`config.mk`:
```
export PLATFORM = sky130hd
export DESIGN_NAME = sbce_out
export DESIGN_NICKNAME = d
export VERILOG_FILES = /design/src/sv/sbce_pkg.sv /design/src/sv/sbce_out.sv
export SDC_FILE = /design/constraint.sdc
export NUM_CORES = 1
export LEC_CHECK = 0
export BUFFER_PORTS_ARGS = -buffer_cell sky130_fd_sc_hd__buf_4
export CORE_UTILIZATION = 50
export DETAILED_ROUTE_END_ITERATION = 10
export GPL_ROUTABILITY_DRIVEN = 0
export PLACE_DENSITY = 0.82
export SLEW_MARGIN = 25
export SYNTH_ARGS = -nofsm -noshare
export SYNTH_HDL_FRONTEND = slang
export SYNTH_SLANG_ARGS = --single-unit
```
`constraint.sdc`:
```
create_clock -name clk -period 4.6 [get_ports clk]
set_input_delay 0.92 -clock clk [delete_from_list [all_inputs] [get_ports clk]]
set_output_delay 0.92 -clock clk [all_outputs]
set_load 0.01 [all_outputs]
```
`src/sv/sbce_pkg.sv`:
```
// shared types, constants and lookup functions for the serial boot command engine
package sbce_pkg;

  localparam int SBCE_FLASH_ADDR_BITS = 16;
  localparam int SBCE_PAGE_BYTES      = 256;
  localparam int SBCE_KEY_BYTES       = 11;

  localparam logic [15:0] BASE_RESET  = 16'h0800;
  localparam logic [7:0]  ERASED_BYTE = 8'hFF;

  localparam logic [7:0] CMD_PROGRAM  = 8'h41;
  localparam logic [7:0] CMD_READ     = 8'hFF;
  localparam logic [7:0] CMD_UNLOCK   = 8'hF5;
  localparam logic [7:0] CMD_STATUS   = 8'h70;
  localparam logic [7:0] CMD_CLEAR    = 8'h50;
  localparam logic [7:0] CMD_BAUD_LO  = 8'hB0;
  localparam logic [7:0] CMD_BAUD_HI  = 8'hB4;
  localparam logic [7:0] CMD_BAUD_9600  = 8'hB0;
  localparam logic [7:0] CMD_BAUD_57600 = 8'hB3;
  localparam logic [7:0] CMD_VERSION  = 8'hFB;

  localparam logic [7:0] STATUS_HEAD     = 8'h80;
  localparam logic [7:0] STATUS_UNLOCKED = 8'h0C;
  localparam logic [7:0] STATUS_LOCKED   = 8'h00;
  localparam logic [7:0] DIV_9600        = 8'd77;
  localparam logic [7:0] DIV_57600       = 8'd12;
  localparam logic [7:0] VERSION_LAST    = 8'd7;

  typedef enum logic [2:0] {
    PH_IDLE,
    PH_PROG_ADDR,
    PH_PROG_DATA,
    PH_READ_ADDR,
    PH_KEY
  } phase_t;

  typedef enum logic [2:0] {
    RK_NONE,
    RK_ECHO,
    RK_STATUS,
    RK_VERSION,
    RK_PAGE
  } reply_t;

  typedef struct packed {
    logic       mode;
    logic [7:0] rx_byte;
  } in_t;

  typedef struct packed {
    logic       tx_valid;
    logic [7:0] tx_byte;
    logic       tx_last;
    logic       baud_change;
    logic [7:0] baud_divisor;
    logic       rx_dropped;
  } out_t;

  typedef struct packed {
    logic wr;
    logic rd;
  } mem_cmd_t;

  typedef struct packed {
    out_t res;
    logic from_mem;
  } stage_t;

  function automatic logic [7:0] key_byte(input logic [3:0] idx);
    logic [7:0] v;
    case (idx)
      4'd0:    v = 8'hDF;
      4'd1:    v = 8'hFF;
      4'd2:    v = 8'h00;
      4'd3:    v = 8'h07;
      4'd4:    v = 8'h60;
      4'd5:    v = 8'h00;
      4'd6:    v = 8'h01;
      4'd7:    v = 8'h14;
      4'd8:    v = 8'h46;
      4'd9:    v = 8'h4D;
      4'd10:   v = 8'h52;
      default: v = 8'h00;
    endcase
    return v;
  endfunction

  function automatic logic [7:0] version_char(input logic [2:0] idx);
    logic [7:0] v;
    case (idx)
      3'd0:    v = 8'h56;
      3'd1:    v = 8'h45;
      3'd2:    v = 8'h52;
      3'd3:    v = 8'h2E;
      3'd4:    v = 8'h31;
      3'd5:    v = 8'h2E;
      3'd6:    v = 8'h30;
      default: v = 8'h30;
    endcase
    return v;
  endfunction

endpackage

```
`src/sv/sbce_out.sv`:
```
// result stage and output register with flash data merge
module sbce_out import sbce_pkg::*; (
  input  logic       clk,
  input  logic       rst,
  input  logic       take,
  input  stage_t     st,
  input  logic [7:0] rdata,
  input  logic       out_stall,
  output logic       out_valid,
  output out_t       out_data,
  output logic       hold
);

  logic   mid_valid;
  stage_t mid;
  logic   mid_adv;
  out_t   merged;

  assign mid_adv = !out_valid || !out_stall;
  assign hold    = mid_valid && !mid_adv;

  always_comb begin
    merged = mid.res;
    if (mid.from_mem) begin
      merged.tx_byte = rdata;
    end
  end

  always_ff @(posedge clk) begin
    if (rst) begin
      mid_valid <= 1'b0;
      out_valid <= 1'b0;
    end else begin
      if (take) begin
        mid_valid <= 1'b1;
      end else if (mid_adv) begin
        mid_valid <= 1'b0;
      end
      if (mid_valid && mid_adv) begin
        out_valid <= 1'b1;
      end else if (!out_stall) begin
        out_valid <= 1'b0;
      end
    end
  end

  always_ff @(posedge clk) begin
    if (take) begin
      mid <= st;
    end
    if (mid_valid && mid_adv) begin
      out_data <= merged;
    end
  end

endmodule
```
==> impl_metrics.ini <==
[critical_path]
crit_path_end_kind = primary output
required_ps = 3680
critical_path_arrival_ps = 1370
critPathLaunch = out_stall
rrSetupSlack_ps = 3280
crit_fanout = 4
critical_path_class = input pin to primary output
worst_setup_path_start_kind = input pin
r2r-start = mid_valid$_SDFFE_PP0P_

[sta]
slew_headroom = 0.569
timing.hold.ws_ps = 436
slew_violations = 0
hold_viol = 0
grt_setup_unrepaired = no
worstMarginPinSlew_ps = 645
setup_viol = 0
post-route-period-util = 0.497
tns_ps = 0
maxClockFrequency_mhz = 437
fin_crit_ps = 2290
clock_skew_ps = 8.91

[global_routing]
grt_pass1_wl_um = 3260
grt_usage = 0.147
grt_max_degree = 23
overflow = 0
grt_pass1_vias = 772
antenna_found_initial = 0

[clocking]
cts_root_buf = clkbuf_4
htreeDepth = 2
clk_pin_slew_ps = 120
postCtsHoldBufs = 0
cts.repair.resized = 0
cts_buffers = 5
cts_setup_buffers = 0
cts_tree = done
clock_path_buffers = 2
clock_sinks = 43
clkLatencyLatePin_ps = 330

[pwr]
switching_power_mw = 0.140
p_leak_nw = 0.807
irDropWorstVdd_v = 0.000450
combPwrFrac = 0.077
pwr-share-clk = 0.343
power_density_nw_per_um2 = 409
swShare = 0.173
p_int_mw = 0.670
seq_power_share = 0.580

[detailed_routing]
postRouteAntennaNets = 0
vias = 734
wl_um = 2130
post-route-drc-count = 0
wl_per_cell_um = 14.2
avgViaCountPerCell = 4.89
drt_pass1_iterations = 4
drt_iter0_drc = 11

[synthesis]
yosysUniqueCellTypes = 9
yosys_warnings = 0
synth_nets = 91
syn_avg_cell_area_um2 = 24.7
syn_inst = 58
synth_top_area_cell = edfxtp_1
synth.area.top_cells = edfxtp_1 (86%), mux2_4 (8.4%), dfxtp_1 (2.8%), buf_6 (0.78%), a21boi_0 (0.52%)
synth_top_area_share = 0.858
ys_ff_latch = 43
seq_area_frac_synth = 0.886
syn-cell-area_um2 = 1440

[floorplanning]
chipWidth_um = 55.6
rows = 19
fp.coreArea_um2 = 2730
initial_core_util = 0.525
dieHeight_um = 55.6
die_area_um2 = 3090
ios = 55

[layout]
fillCellCount = 164
syn_to_final_growth_pct = 38.0
final_cell_mix = buf_4 (54), edfxtp_1 (41), mux2_4 (8)
layout_commonest_cell = buf_4
nets = 151
insertedDiodeCount = 0
layout-drive-gt1-share = 0.588

[min_path]
min_from = merged[5]$_DFFE_PP_
hold_class = flip-flop to flip-flop

[outcome]
status = finished clean

[placement]
place.port_buffers = 54

[flow_run]
drv_cap = 0
-- synthesized netlist by cell type --
master	count
buf_6	1
mux2_4	8
and3_1	1
a21boi_0	1
dfxtp_1	2
nor2_1	2
a31oi_1	1
a21oi_1	1
edfxtp_1	41
-- state kept, by name, summed over array words and instances, names as in the netlist --
register,cells
merged,12
mid,9
mid_valid,1
out_data,20
out_valid,1
-- kinds of logic (layout without fill, tap and decap cells) --
logic type	Yosys count	count (layout)	share of synthesized area
compound gates	3	3	0.0131
buf+inv	1	62	0.00785
flops	43	43	0.886
mux	8	8	0.0837
simple gates	3	3	0.00959
-- critical path, stage by stage --
cell and delay (ps):
buf_4 130, and3_1 180, buf_4 140
-- path summary, 6_finish.rpt --
path / to / cells past startpoint
worst max register to register: out_data[16]$_DFFE_PP_ / 1
worst max-delay path: hold / 3
worst min register to register: out_data[5]$_DFFE_PP_ / 0
worst min-delay path: out_data[5]$_DFFE_PP_ / 0
-- through the flow --
step                      cell area [µm²]   util  power [mW]  worst slack (ps)  instances
after floorplan                      1440      -       0.499              1730         58
after global placement               1870  0.685       0.537              2330        142
after detailed placement             1870  0.685       0.541              2320        142
after CTS                            1970  0.722       0.819              2320        150
after global routing                 1980  0.724       0.840              2290        150
final                                1980  0.724       0.810              2310        150
-- layout make-up --
type | count | area [µm²] | share of cell area
clock buffers | 6 | 41.3 | 0.0208
well taps | 31 | 38.8 | 0.0196
multi-input cells | 14 | 164 | 0.0828
clock inverters | 2 | 60.1 | 0.0303
flip-flops and latches | 43 | 1270 | 0.642
repair buffers | 54 | 405 | 0.205
-- routing by layer --
layer  vias to the layer above  global-route usage  part of all wire
met4                         0               0.121             0.034
met3                         9              0.0535             0.071
li1                        348                   -                 -
met1                       338               0.142              0.34
met5                         -                   0                 0
met2                        39               0.248              0.55
-- power groups by stage --
stage / sequential [mW] / combinational (mW) / clock (mW)
after floorplan: 0.480 / 0.0197 / 0
after global placement: 0.477 / 0.0606 / 0
after detailed placement: 0.479 / 0.0624 / 0
after CTS: 0.470 / 0.0624 / 0.287
after global routing: 0.472 / 0.0658 / 0.302
final: 0.470 / 0.0623 / 0.278
Power figures use the tool's default switching activity.
