==> src/sv/sbce_pkg.sv <==
// shared types, constants and lookup functions for the serial boot command engine
package sbce_pkg;

  localparam int SBCE_FLASH_ADDR_BITS = 16;
  localparam int SBCE_PAGE_BYTES      = 256;
  localparam int SBCE_KEY_BYTES       = 11;

  localparam logic [15:0] BASE_RESET  = 16'h0800;
  localparam logic [7:0]  ERASED_BYTE = 8'hFF;

  localparam logic [7:0] CMD_PROGRAM  = 8'h41;
  localparam logic [7:0] CMD_READ     = 8'hFF;
  localparam logic [7:0] CMD_UNLOCK   = 8'hF5;
  localparam logic [7:0] CMD_STATUS   = 8'h70;
  localparam logic [7:0] CMD_CLEAR    = 8'h50;
  localparam logic [7:0] CMD_BAUD_LO  = 8'hB0;
  localparam logic [7:0] CMD_BAUD_HI  = 8'hB4;
  localparam logic [7:0] CMD_BAUD_9600  = 8'hB0;
  localparam logic [7:0] CMD_BAUD_57600 = 8'hB3;
  localparam logic [7:0] CMD_VERSION  = 8'hFB;

  localparam logic [7:0] STATUS_HEAD     = 8'h80;
  localparam logic [7:0] STATUS_UNLOCKED = 8'h0C;
  localparam logic [7:0] STATUS_LOCKED   = 8'h00;
  localparam logic [7:0] DIV_9600        = 8'd77;
  localparam logic [7:0] DIV_57600       = 8'd12;
  localparam logic [7:0] VERSION_LAST    = 8'd7;

  typedef enum logic [2:0] {
    PH_IDLE,
    PH_PROG_ADDR,
    PH_PROG_DATA,
    PH_READ_ADDR,
    PH_KEY
  } phase_t;

  typedef enum logic [2:0] {
    RK_NONE,
    RK_ECHO,
    RK_STATUS,
    RK_VERSION,
    RK_PAGE
  } reply_t;

  typedef struct packed {
    logic       mode;
    logic [7:0] rx_byte;
  } in_t;

  typedef struct packed {
    logic       tx_valid;
    logic [7:0] tx_byte;
    logic       tx_last;
    logic       baud_change;
    logic [7:0] baud_divisor;
    logic       rx_dropped;
  } out_t;

  typedef struct packed {
    logic wr;
    logic rd;
  } mem_cmd_t;

  typedef struct packed {
    out_t res;
    logic from_mem;
  } stage_t;

  function automatic logic [7:0] key_byte(input logic [3:0] idx);
    logic [7:0] v;
    case (idx)
      4'd0:    v = 8'hDF;
      4'd1:    v = 8'hFF;
      4'd2:    v = 8'h00;
      4'd3:    v = 8'h07;
      4'd4:    v = 8'h60;
      4'd5:    v = 8'h00;
      4'd6:    v = 8'h01;
      4'd7:    v = 8'h14;
      4'd8:    v = 8'h46;
      4'd9:    v = 8'h4D;
      4'd10:   v = 8'h52;
      default: v = 8'h00;
    endcase
    return v;
  endfunction

  function automatic logic [7:0] version_char(input logic [2:0] idx);
    logic [7:0] v;
    case (idx)
      3'd0:    v = 8'h56;
      3'd1:    v = 8'h45;
      3'd2:    v = 8'h52;
      3'd3:    v = 8'h2E;
      3'd4:    v = 8'h31;
      3'd5:    v = 8'h2E;
      3'd6:    v = 8'h30;
      default: v = 8'h30;
    endcase
    return v;
  endfunction

endpackage

==> src/sv/sbce_ctrl.sv <==
// command decoder, protocol phase and page pointers
module sbce_ctrl import sbce_pkg::*; #(
  parameter int FLASH_ADDR_BITS = SBCE_FLASH_ADDR_BITS,
  parameter int PAGE_BYTES      = SBCE_PAGE_BYTES,
  parameter int KEY_BYTES       = SBCE_KEY_BYTES
) (
  input  logic                       clk,
  input  logic                       rst,
  input  logic                       cfg_wr_en,
  input  logic [15:0]                cfg_wr_data,
  input  logic                       take,
  input  in_t                        item,
  output stage_t                     st,
  output mem_cmd_t                   mem_cmd,
  output logic [FLASH_ADDR_BITS-1:0] mem_addr,
  output logic [7:0]                 mem_wdata
);

  localparam int AW = FLASH_ADDR_BITS;
  localparam logic [7:0]    PAGE_LAST = 8'(PAGE_BYTES - 1);
  localparam logic [7:0]    KEY_LAST  = 8'(KEY_BYTES - 1);
  localparam logic [AW-1:0] PAGE_STEP = AW'(PAGE_BYTES);

  logic [15:0]   base_address;
  phase_t        phase, phase_next;
  logic [7:0]    byte_count, byte_count_next;
  logic          key_match, key_match_next;
  logic          key_valid, key_valid_next;
  logic [AW-1:0] write_pointer, write_pointer_next;
  logic [AW-1:0] read_pointer, read_pointer_next;
  reply_t        reply_kind, reply_kind_next;
  logic [7:0]    reply_index, reply_index_next;
  logic [7:0]    echo_byte, echo_byte_next;

  logic [31:0]   base_wide, base_rst_wide;
  logic [AW-1:0] wr_addr, rd_addr;
  logic [7:0]    b;
  logic          km;

  assign base_wide     = {16'b0, base_address};
  assign base_rst_wide = {16'b0, BASE_RESET};
  assign wr_addr   = write_pointer + AW'(byte_count);
  assign rd_addr   = read_pointer + AW'(reply_index);
  assign b         = item.rx_byte;
  assign mem_wdata = item.rx_byte;
  assign mem_addr  = mem_cmd.rd ? rd_addr : wr_addr;

  always_ff @(posedge clk) begin
    if (rst) begin
      base_address <= BASE_RESET;
    end else if (cfg_wr_en) begin
      base_address <= cfg_wr_data;
    end
  end

  always_ff @(posedge clk) begin
    if (rst) begin
      phase         <= PH_IDLE;
      byte_count    <= '0;
      key_match     <= 1'b1;
      key_valid     <= 1'b0;
      write_pointer <= base_rst_wide[AW-1:0];
      read_pointer  <= base_rst_wide[AW-1:0];
      reply_kind    <= RK_NONE;
      reply_index   <= '0;
      echo_byte     <= '0;
    end else begin
      phase         <= phase_next;
      byte_count    <= byte_count_next;
      key_match     <= key_match_next;
      key_valid     <= key_valid_next;
      write_pointer <= write_pointer_next;
      read_pointer  <= read_pointer_next;
      reply_kind    <= reply_kind_next;
      reply_index   <= reply_index_next;
      echo_byte     <= echo_byte_next;
    end
  end

  always_comb begin
    phase_next         = phase;
    byte_count_next    = byte_count;
    key_match_next     = key_match;
    key_valid_next     = key_valid;
    write_pointer_next = write_pointer;
    read_pointer_next  = read_pointer;
    reply_kind_next    = reply_kind;
    reply_index_next   = reply_index;
    echo_byte_next     = echo_byte;
    st                 = '0;
    mem_cmd            = '0;
    km                 = 1'b0;

    if (take) begin
      if (!item.mode) begin
        if (reply_kind != RK_NONE) begin
          st.res.rx_dropped = 1'b1;
        end else begin
          case (phase)
            PH_PROG_ADDR, PH_READ_ADDR: begin
              if (byte_count == 8'd0) begin
                byte_count_next = 8'd1;
              end else begin
                byte_count_next = '0;
                if (phase == PH_PROG_ADDR) begin
                  phase_next = PH_PROG_DATA;
                end else begin
                  phase_next       = PH_IDLE;
                  reply_kind_next  = RK_PAGE;
                  reply_index_next = '0;
                end
              end
            end
            PH_PROG_DATA: begin
              mem_cmd.wr = 1'b1;
              if (byte_count >= PAGE_LAST) begin
                write_pointer_next = write_pointer + PAGE_STEP;
                byte_count_next    = '0;
                phase_next         = PH_IDLE;
              end else begin
                byte_count_next = byte_count + 8'd1;
              end
            end
            PH_KEY: begin
              km = key_match && (b == key_byte(byte_count[3:0]));
              key_match_next = km;
              if (byte_count >= KEY_LAST) begin
                if (km) begin
                  key_valid_next = 1'b1;
                end
                key_match_next  = 1'b1;
                byte_count_next = '0;
                phase_next      = PH_IDLE;
              end else begin
                byte_count_next = byte_count + 8'd1;
              end
            end
            default: begin
              phase_next      = PH_IDLE;
              byte_count_next = '0;
              if (b inside {[CMD_BAUD_LO:CMD_BAUD_HI]}) begin
                echo_byte_next   = b;
                reply_kind_next  = RK_ECHO;
                reply_index_next = '0;
              end else begin
                case (b)
                  CMD_PROGRAM: phase_next = PH_PROG_ADDR;
                  CMD_READ:    phase_next = PH_READ_ADDR;
                  CMD_CLEAR: begin
                    key_valid_next     = 1'b0;
                    write_pointer_next = base_wide[AW-1:0];
                    read_pointer_next  = base_wide[AW-1:0];
                  end
                  CMD_STATUS: begin
                    reply_kind_next  = RK_STATUS;
                    reply_index_next = '0;
                  end
                  CMD_UNLOCK: begin
                    phase_next     = PH_KEY;
                    key_match_next = 1'b1;
                  end
                  CMD_VERSION: begin
                    reply_kind_next  = RK_VERSION;
                    reply_index_next = '0;
                  end
                  default: ;
                endcase
              end
            end
          endcase
        end
      end else if (reply_kind != RK_NONE) begin
        st.res.tx_valid = 1'b1;
        case (reply_kind)
          RK_ECHO: begin
            st.res.tx_byte = echo_byte;
            st.res.tx_last = 1'b1;
            if (echo_byte == CMD_BAUD_9600) begin
              st.res.baud_change  = 1'b1;
              st.res.baud_divisor = DIV_9600;
            end else if (echo_byte == CMD_BAUD_57600) begin
              st.res.baud_change  = 1'b1;
              st.res.baud_divisor = DIV_57600;
            end
          end
          RK_STATUS: begin
            if (reply_index == 8'd0) begin
              st.res.tx_byte = STATUS_HEAD;
            end else begin
              st.res.tx_byte = key_valid ? STATUS_UNLOCKED : STATUS_LOCKED;
              st.res.tx_last = 1'b1;
            end
          end
          RK_VERSION: begin
            st.res.tx_byte = version_char(reply_index[2:0]);
            st.res.tx_last = (reply_index >= VERSION_LAST);
          end
          default: begin
            mem_cmd.rd  = 1'b1;
            st.from_mem = 1'b1;
            if (reply_index >= PAGE_LAST) begin
              st.res.tx_last    = 1'b1;
              read_pointer_next = read_pointer + PAGE_STEP;
            end
          end
        endcase
        if (st.res.tx_last) begin
          reply_kind_next  = RK_NONE;
          reply_index_next = '0;
        end else begin
          reply_index_next = reply_index + 8'd1;
        end
      end
    end
  end

endmodule

==> config.mk <==
export PLATFORM = sky130hd
export DESIGN_NAME = sbce_ctrl
export DESIGN_NICKNAME = d
export VERILOG_FILES = /design/src/sv/sbce_pkg.sv /design/src/sv/sbce_ctrl.sv
export SDC_FILE = /design/constraint.sdc
export NUM_CORES = 1
export LEC_CHECK = 0
export ABC_AREA = 1
export BUFFER_PORTS_ARGS = -buffer_cell sky130_fd_sc_hd__buf_2
export CAP_MARGIN = 10
export CORE_MARGIN = 4
export CORE_UTILIZATION = 52
export DETAILED_ROUTE_END_ITERATION = 10
export PLACE_DENSITY = 0.71
export SETUP_SLACK_MARGIN = 0.1
export SYNTH_ARGS = -nofsm -noshare
export SYNTH_HDL_FRONTEND = slang
export SYNTH_SLANG_ARGS = --single-unit
==> constraint.sdc <==
create_clock -name clk -period 5.4 [get_ports clk]
set_input_delay 0.54 -clock clk [delete_from_list [all_inputs] [get_ports clk]]
set_output_delay 0.54 -clock clk [all_outputs]
set_load 0.1 [all_outputs]
==> run metrics, run 1 <==
synth unique cells=50; Initial DRT Pass Iterations=4; Clock power frac=38.5%; final hold vios=0; gr ovfl total=0; Initial Utilization=53.2%; antenna cells=0; H-tree Lvls=3; HP Class=in2reg; switching power total=0.598 mW; Post-synth EDFFs=0; DRT antenna net count=0; Mapped Area=6100 um2; Hold Buf Count CTS=0; Worst EP required=4.86 ns; PnR worst setup slack=1.79 ns; peak per-stage delay on the critical path=0.46 ns; Clock Skews=0.0114 ns; Critical Path, Cell by Cell=ha_1, inv_1, fa_1, nand3b_1, nand2_1, nand2_1, o211ai_1, nand2_1, xor2_1, o21ai_0, buf_2; worst slew pin tran=0.805 ns; Buf+Inv Stages, Crit Path=2; post-cts gate resize count=0; #FFs+latches synth=88; CP delay by family, top=adder cells; Final Core Density=58.9%; Clk pin slew, worst setup/hold paths=0.07 ns; nets=1033; Total GRT Usage=23.9%; Final Instance Area=6760 um2; worst-path maximum fanout=7; I/O pin cnt=76; final weighted congestion in routability-driven placement=0.903; Switching Share=32.8%; startpoint types=flip-flop; pin count of the biggest net entering global routing=43; Synth area leaders=dfxtp_1 (29%), nand2_1 (12%), inv_1 (6.9%); worst setup path class=reg2out; most used cell, CP=nand2_1; Iteration-0 DRC Markers=430; vias per cell=5.31; Core Area=11500 um2; # rows=39; die width=116 um; Post-synth ARST share=0%; hpwl dp=11800 um; Synth warnings=0; max capacitance violation total=0; Reg power frac=38.5%; die extent in y=116 um; Synth Flop Type=dfxtp_1; post-detailed-route DRC marker count=0; Critical-path top delay cell=dfxtp_1; Final Cycle Share=66.8%; CTS tree=yes; Static Leak=3.16 nW; Clock Latency Late Sink=0.35 ns; most frequent cell after synthesis=nand2_1; maximum vdd drop=0.272 mV; TNS Setup=0 ns; Syn Area/Cell=6.60 um2; CTS Sinks=88; pre-CTS setup slack=2.08 ns; Synth top area share=28.9%; crit path DAT=3.07 ns; Yosys top cell by area=dfxtp_1; synth cell count leaders=nand2_1 (190), inv_1 (112), nor2_1 (96); Final Setup Violations=0; DRT Wirelength=15500 um; total CTS buffers=9; first-pass GRT wire length=25800 um; # Post-CTS Setup Buffers=0; Die ar.=13500 um2; Final min period=3.61 ns; initial antenna violation count=0; status=complete, no violations; maximum buffer depth of the clock tree=2; Area Overhead vs Synth=10.7%; Critical Path Sink Type=primary output; PortBufs=71; Wirelength per Cell=13.8 um; Pint=1.22 mW; share of cells above drive strength 1=15.5%; combinational power share=23.0%; Post-Synthesis Cells=925; Peak Freq=277 MHz; RSZ-0062 raised after global routing=no; Max-Slew Margin vs Limit=46.2%; placed instance area=6420 um2; Non-Filler Instances=1122; P per Cell Area=269 nW/um2; Max Slew Vio Count=0; via count=5961; DP Cell Count=1106; Root Driver=clkbuf_16; vias in the first global route=5388; sequential area share after synthesis=28.9%
==> state kept, by name (all words and copies together), names as in the netlist, 3 cells and up, named ones only <==
| name | cells |
|---|---|
| reply_index | 8 |
| read_pointer | 16 |
| phase | 3 |
| reply_kind | 3 |
| echo_byte | 8 |
| write_pointer | 16 |
| byte_count | 8 |
| base_address | 16 |
==> power groups by stage <==
stage                     registers, mW  logic, mW  clock network (mW)
after global placement            0.714      0.415                   0
after CTS                         0.700      0.417               0.716
after floorplan                   0.708      0.346                   0
after detailed placement          0.714      0.416                   0
after global routing              0.704      0.464               0.746
final                             0.701      0.419               0.702
==> through the flow <==
step	hold slack [ns]	power (mW)
final	0.410	1.82
after global routing	0.413	1.91
after CTS	0.406	1.83
after detailed placement	0.452	1.13
after global placement	0.447	1.13
after floorplan	0.433	1.05
==> per-layer routing <==
layer / vias to the layer above / GRT usage [%] / wire [um]
li1: 3117 / - / -
met5: - / 0 / 0
met3: 28 / 4.56 / 830
met2: 157 / 40.2 / 7270
met1: 2659 / 31.0 / 7100
met4: 0 / 7.35 / 306
==> worst register-to-register path: stages (launching register included) <==
cell and delay, ns:
dfxtp_1 0.44, inv_2 0.10, nand3_2 0.28, inv_1 0.32
nand2_2 0.21, nand4_1 0.09, nor2_1 0.63, inv_1 0.21
o21ai_0 0.21, a21oi_1 0.05
==> final cells by class <==
type | instances | area, um2
Clock inverter | 2 | 60.1
Fill cell | 1117 | 4710
Timing Repair Buffer | 73 | 370
Multi-Input combinational cell | 678 | 3640
Clock buffer | 14 | 274
Inverter | 124 | 470
Tap cell | 143 | 179
Sequential cell | 88 | 1760
==> path summary, 6_finish.rpt <==
check                               from                            end  depth (start not counted)  slack (ns)
max          reply_index[0]$_SDFFE_PP0P_                   mem_addr[12]                         11        1.79
min                      cfg_wr_data[11]  base_address[11]$_SDFFE_PP1P_                          3        0.41
max reg2reg        phase[2]$_SDFFE_PP0P_  write_pointer[8]$_SDFFE_PP0P_                          9        2.74
min reg2reg    echo_byte[6]$_SDFFE_PP0P_      echo_byte[6]$_SDFFE_PP0P_                          2        0.47
==> placed cells by master (no fill, tap or decap), types with 4 or more instances in the layout <==
cell and n:
nand3_1 61, nand3b_1 5, o211ai_1 6, o21ai_1 4
nand2_2 8, nand3_2 8, inv_2 8, a21oi_2 5
nand2_4 7, nor2_2 8, nand4_1 11, clkbuf_16 9
inv_1 112, o21ai_0 80, a21oi_1 81, nand2_1 190
nor3_1 11, ha_1 28, xnor2_1 4, a22oi_1 5
dfxtp_1 88, xor2_1 8, conb_1 4, a31oi_1 6
buf_2 71, o22ai_1 4, or2_2 7, nor2_1 96
==> logic make-up after synthesis <==
kind of cell	share of synthesized area, %
compound gates	18.5
xor+xnor	1.72
fa+ha+maj	6.39
buf+inv	11.6
flops	28.9
mux	0.164
other cells	0.0614
simple gates	32.6
(Power assumes the default switching activity.)
==> inputs of run 2 (changes only) <==
ABC_AREA = 0   (was 1)
clock period = 3.39 ns   (was 5.4 ns; I/O delays follow)
==> run 2 against run 1 <==
Critical path depth shrank 1. Die area is 0.48% lower. Final cell count fell by 14%. Combinational power down 38%. Synthesized cell count decreased by 16%. Worst setup slack worse by 1.6 ns. Critical path type unchanged. Critical endpoint unchanged.
==> run metrics, run 2 <==
PortBufs=71 (unchanged); # Post-CTS Setup Buffers=0 (unchanged); Critical Path Sink Type=primary output (unchanged); hpwl dp=12100 um (was 11800 um); flop2flop setup slack=0.50 ns (was 2.74 ns); status=complete, no violations (unchanged); Initial Utilization=53.2% (about the same); initial antenna violation count=0 (unchanged); Worst EP required=3.05 ns (was 4.86 ns); Synth area leaders=dfxtp_1 (29%), mux2i_1 (7.9%), nor2_1 (6.4%) (was dfxtp_1 (29%), nand2_1 (12%), inv_1 (6.9%)); vias per cell=6.14 (was 5.31); Synth warnings=0 (unchanged); nets=876 (was 1033); CTS tree=yes (unchanged); Iteration-0 DRC Markers=494 (was 430); sequential area share after synthesis=29.0% (was 28.9%); Synth Flop Type=dfxtp_1 (unchanged); Final Core Density=60.1% (was 58.9%); final weighted congestion in routability-driven placement=0.918 (was 0.903); Post-Synthesis Cells=781 (was 925); Post-synth ARST share=0% (unchanged); Initial DRT Pass Iterations=5 (was 4); Final Instance Area=6870 um2 (was 6760 um2); Wirelength per Cell=17.0 um (was 13.8 um); pin count of the biggest net entering global routing=49 (was 43); Clock Skews=0.0101 ns (was 0.0114 ns); Die ar.=13500 um2 (about the same); grt met1 use=32.1% (was 31.0%); DRT antenna net count=0 (unchanged); crit path DAT=2.86 ns (was 3.07 ns); # rows=39 (unchanged); Max Slew Vio Count=0 (unchanged); HP Class=in2reg (unchanged); die extent in y=116 um (about the same); Max-Slew Margin vs Limit=40.7% (was 46.2%); Synth top area share=29.0% (was 28.9%); synth cell count leaders=nor2_1 (103), dfxtp_1 (88), nand2_1 (56) (was nand2_1 (190), inv_1 (112), nor2_1 (96)); hold depth=3 (unchanged); Static Leak=2.78 nW (was 3.16 nW); worst-path maximum fanout=6 (was 7); maximum vdd drop=0.260 mV (was 0.272 mV); placed instance area=6550 um2 (was 6420 um2); synth unique cells=72 (was 50); worst setup path class=reg2out (unchanged); Total GRT Usage=25.2% (was 23.9%); Critical-path top delay cell=or4_1 (was dfxtp_1); gr ovfl total=0 (unchanged); P per Cell Area=326 nW/um2 (was 269 nW/um2); die width=116 um (about the same); commonest non-fill, non-tap cell in the layout=nor2_1 (was nand2_1); CTS Sinks=88 (unchanged); Core Area=11400 um2 (was 11500 um2); antenna cells=0 (unchanged); via count=5911 (was 5961); DRT Wirelength=16400 um (was 15500 um); worst slew pin tran=0.889 ns (was 0.805 ns); Largest regs=base_address x16, read_pointer x16, write_pointer x16 (unchanged); total CTS buffers=9 (unchanged); Yosys top cell by area=dfxtp_1 (unchanged); met2 Use GR=41.5% (was 40.2%); Mapped Area=6070 um2 (was 6100 um2); share of cells above drive strength 1=16.1% (was 15.5%); #FFs+latches synth=88 (unchanged); Peak Freq=313 MHz; Post-synth EDFFs=0 (unchanged); GRT Max-Usage Layer=met2 (unchanged); Area Overhead vs Synth=13.1% (was 10.7%); Root Driver=clkbuf_16 (unchanged); Final min period=3.20 ns; I/O pin cnt=76 (unchanged); pre-CTS setup slack=0.337 ns (was 2.08 ns); Syn Area/Cell=7.78 um2 (was 6.60 um2); r2r worst-path depth=9 (unchanged); most frequent cell after synthesis=nor2_1 (was nand2_1); post-detailed-route DRC marker count=0 (unchanged); Clock Latency Late Sink=0.35 ns (about the same); Clk pin slew, worst setup/hold paths=0.06 ns (was 0.07 ns); most frequent cells in the layout=nor2_1 (102), dfxtp_1 (85), buf_2 (58) (was nand2_1 (190), inv_1 (112), nor2_1 (96)); grt met3 use=4.07% (was 4.56%); peak per-stage delay on the critical path=0.49 ns (was 0.46 ns); maximum buffer depth of the clock tree=2 (unchanged); startpoint types=flip-flop (unchanged); max capacitance violation total=0 (unchanged); first-pass GRT wire length=27100 um (was 25800 um); RSZ-0062 raised after global routing=yes (was no); Hold Buf Count CTS=0 (unchanged); H-tree Lvls=3 (unchanged); Final Setup Violations=0 (unchanged); Final Cycle Share=94.3%; PnR worst setup slack=0.194 ns (was 1.79 ns); Critical Path, Cell by Cell=ha_2, inv_1, fa_1, nor2b_1, o21ai_1, a21oi_2, o21ai_4, or4_1, nand3_1, buf_12 (was ha_1, inv_1, fa_1, nand3b_1, nand2_1, nand2_1, o211ai_1, nand2_1, xor2_1, o21ai_0, buf_2); vias in the first global route=5566 (was 5388); final hold vios=0 (unchanged)
run 2: cells by family (layout without fill, tap and decap cells):
group           Yosys count  count (layout)  synth area share (%)
other cells               1               4                0.0617
xor+xnor                 39              39                  5.62
mux                      49              49                  8.10
flops                    88              88                  29.0
compound gates          180             180                  19.3
fa+ha+maj                30              30                  6.43
simple gates            312             312                  25.2
buf+inv                  82             118                  6.28
run 2: repair_timing:
action | CTS | global route
endpoints found under the setup margin | 6 | 9
gates resized for setup | 6 | 16
pin swaps | 0 | 1
run 2: path summary, 6_finish.rpt:
kind	from	end
worst max-delay path	reply_index[0]$_SDFFE_PP0P_	mem_addr[12]
worst min-delay path	cfg_wr_data[11]	base_address[11]$_SDFFE_PP1P_
worst max register to register	reply_kind[2]$_SDFFE_PP0P_	flip-flop
worst min register to register	echo_byte[6]$_SDFFE_PP0P_	echo_byte[6]$_SDFFE_PP0P_
run 2: cell type report:
cell class | count | area [um2]
Inverter | 25 | 93.8
Tap cell | 143 | 179
Clock buffer | 13 | 250
Timing Repair Buffer | 79 | 539
Fill cell | 1022 | 4550
Sequential cell | 88 | 1770
Clock inverter | 1 | 5.00
Multi-Input combinational cell | 614 | 4040
run 2: layer usage:
layer / wire, um / vias up
met5: 0 / -
li1: - / 2862
met3: 1100 / 47
met4: 536 / 0
met1: 7110 / 2737
met2: 7600 / 265
run 2: worst max-delay path, delay by kind of cell (launching register included):
kind | cells | cell delay (ns)
DFF | 1 | 0.37
buffers and inverters | 2 | 0.24
adders and majority gates | 2 | 0.61
AOI/OAI and AO/OA | 3 | 0.51
and+or+nand+nor | 3 | 0.78
run 2: stage by stage:
stage	TNS (ns)	power [mW]	hold WS (ns)	cells
finish	0	2.24	0.216	963
global route	0	2.32	0.236	963
CTS	0	2.25	0.214	963
detailed placement	0	1.34	0.492	949
global placement	0	1.34	0.483	949
floorplan	-0.563	1.29	0.457	784
run 2: report_power, final:
| group | internal, mW | switching [mW] | total [mW] |
|---|---|---|---|
| Combinational | 0.0743 | 0.184 | 0.258 |
| Clock | 0.509 | 0.407 | 0.916 |
| Sequential | 1.05 | 0.0158 | 1.07 |
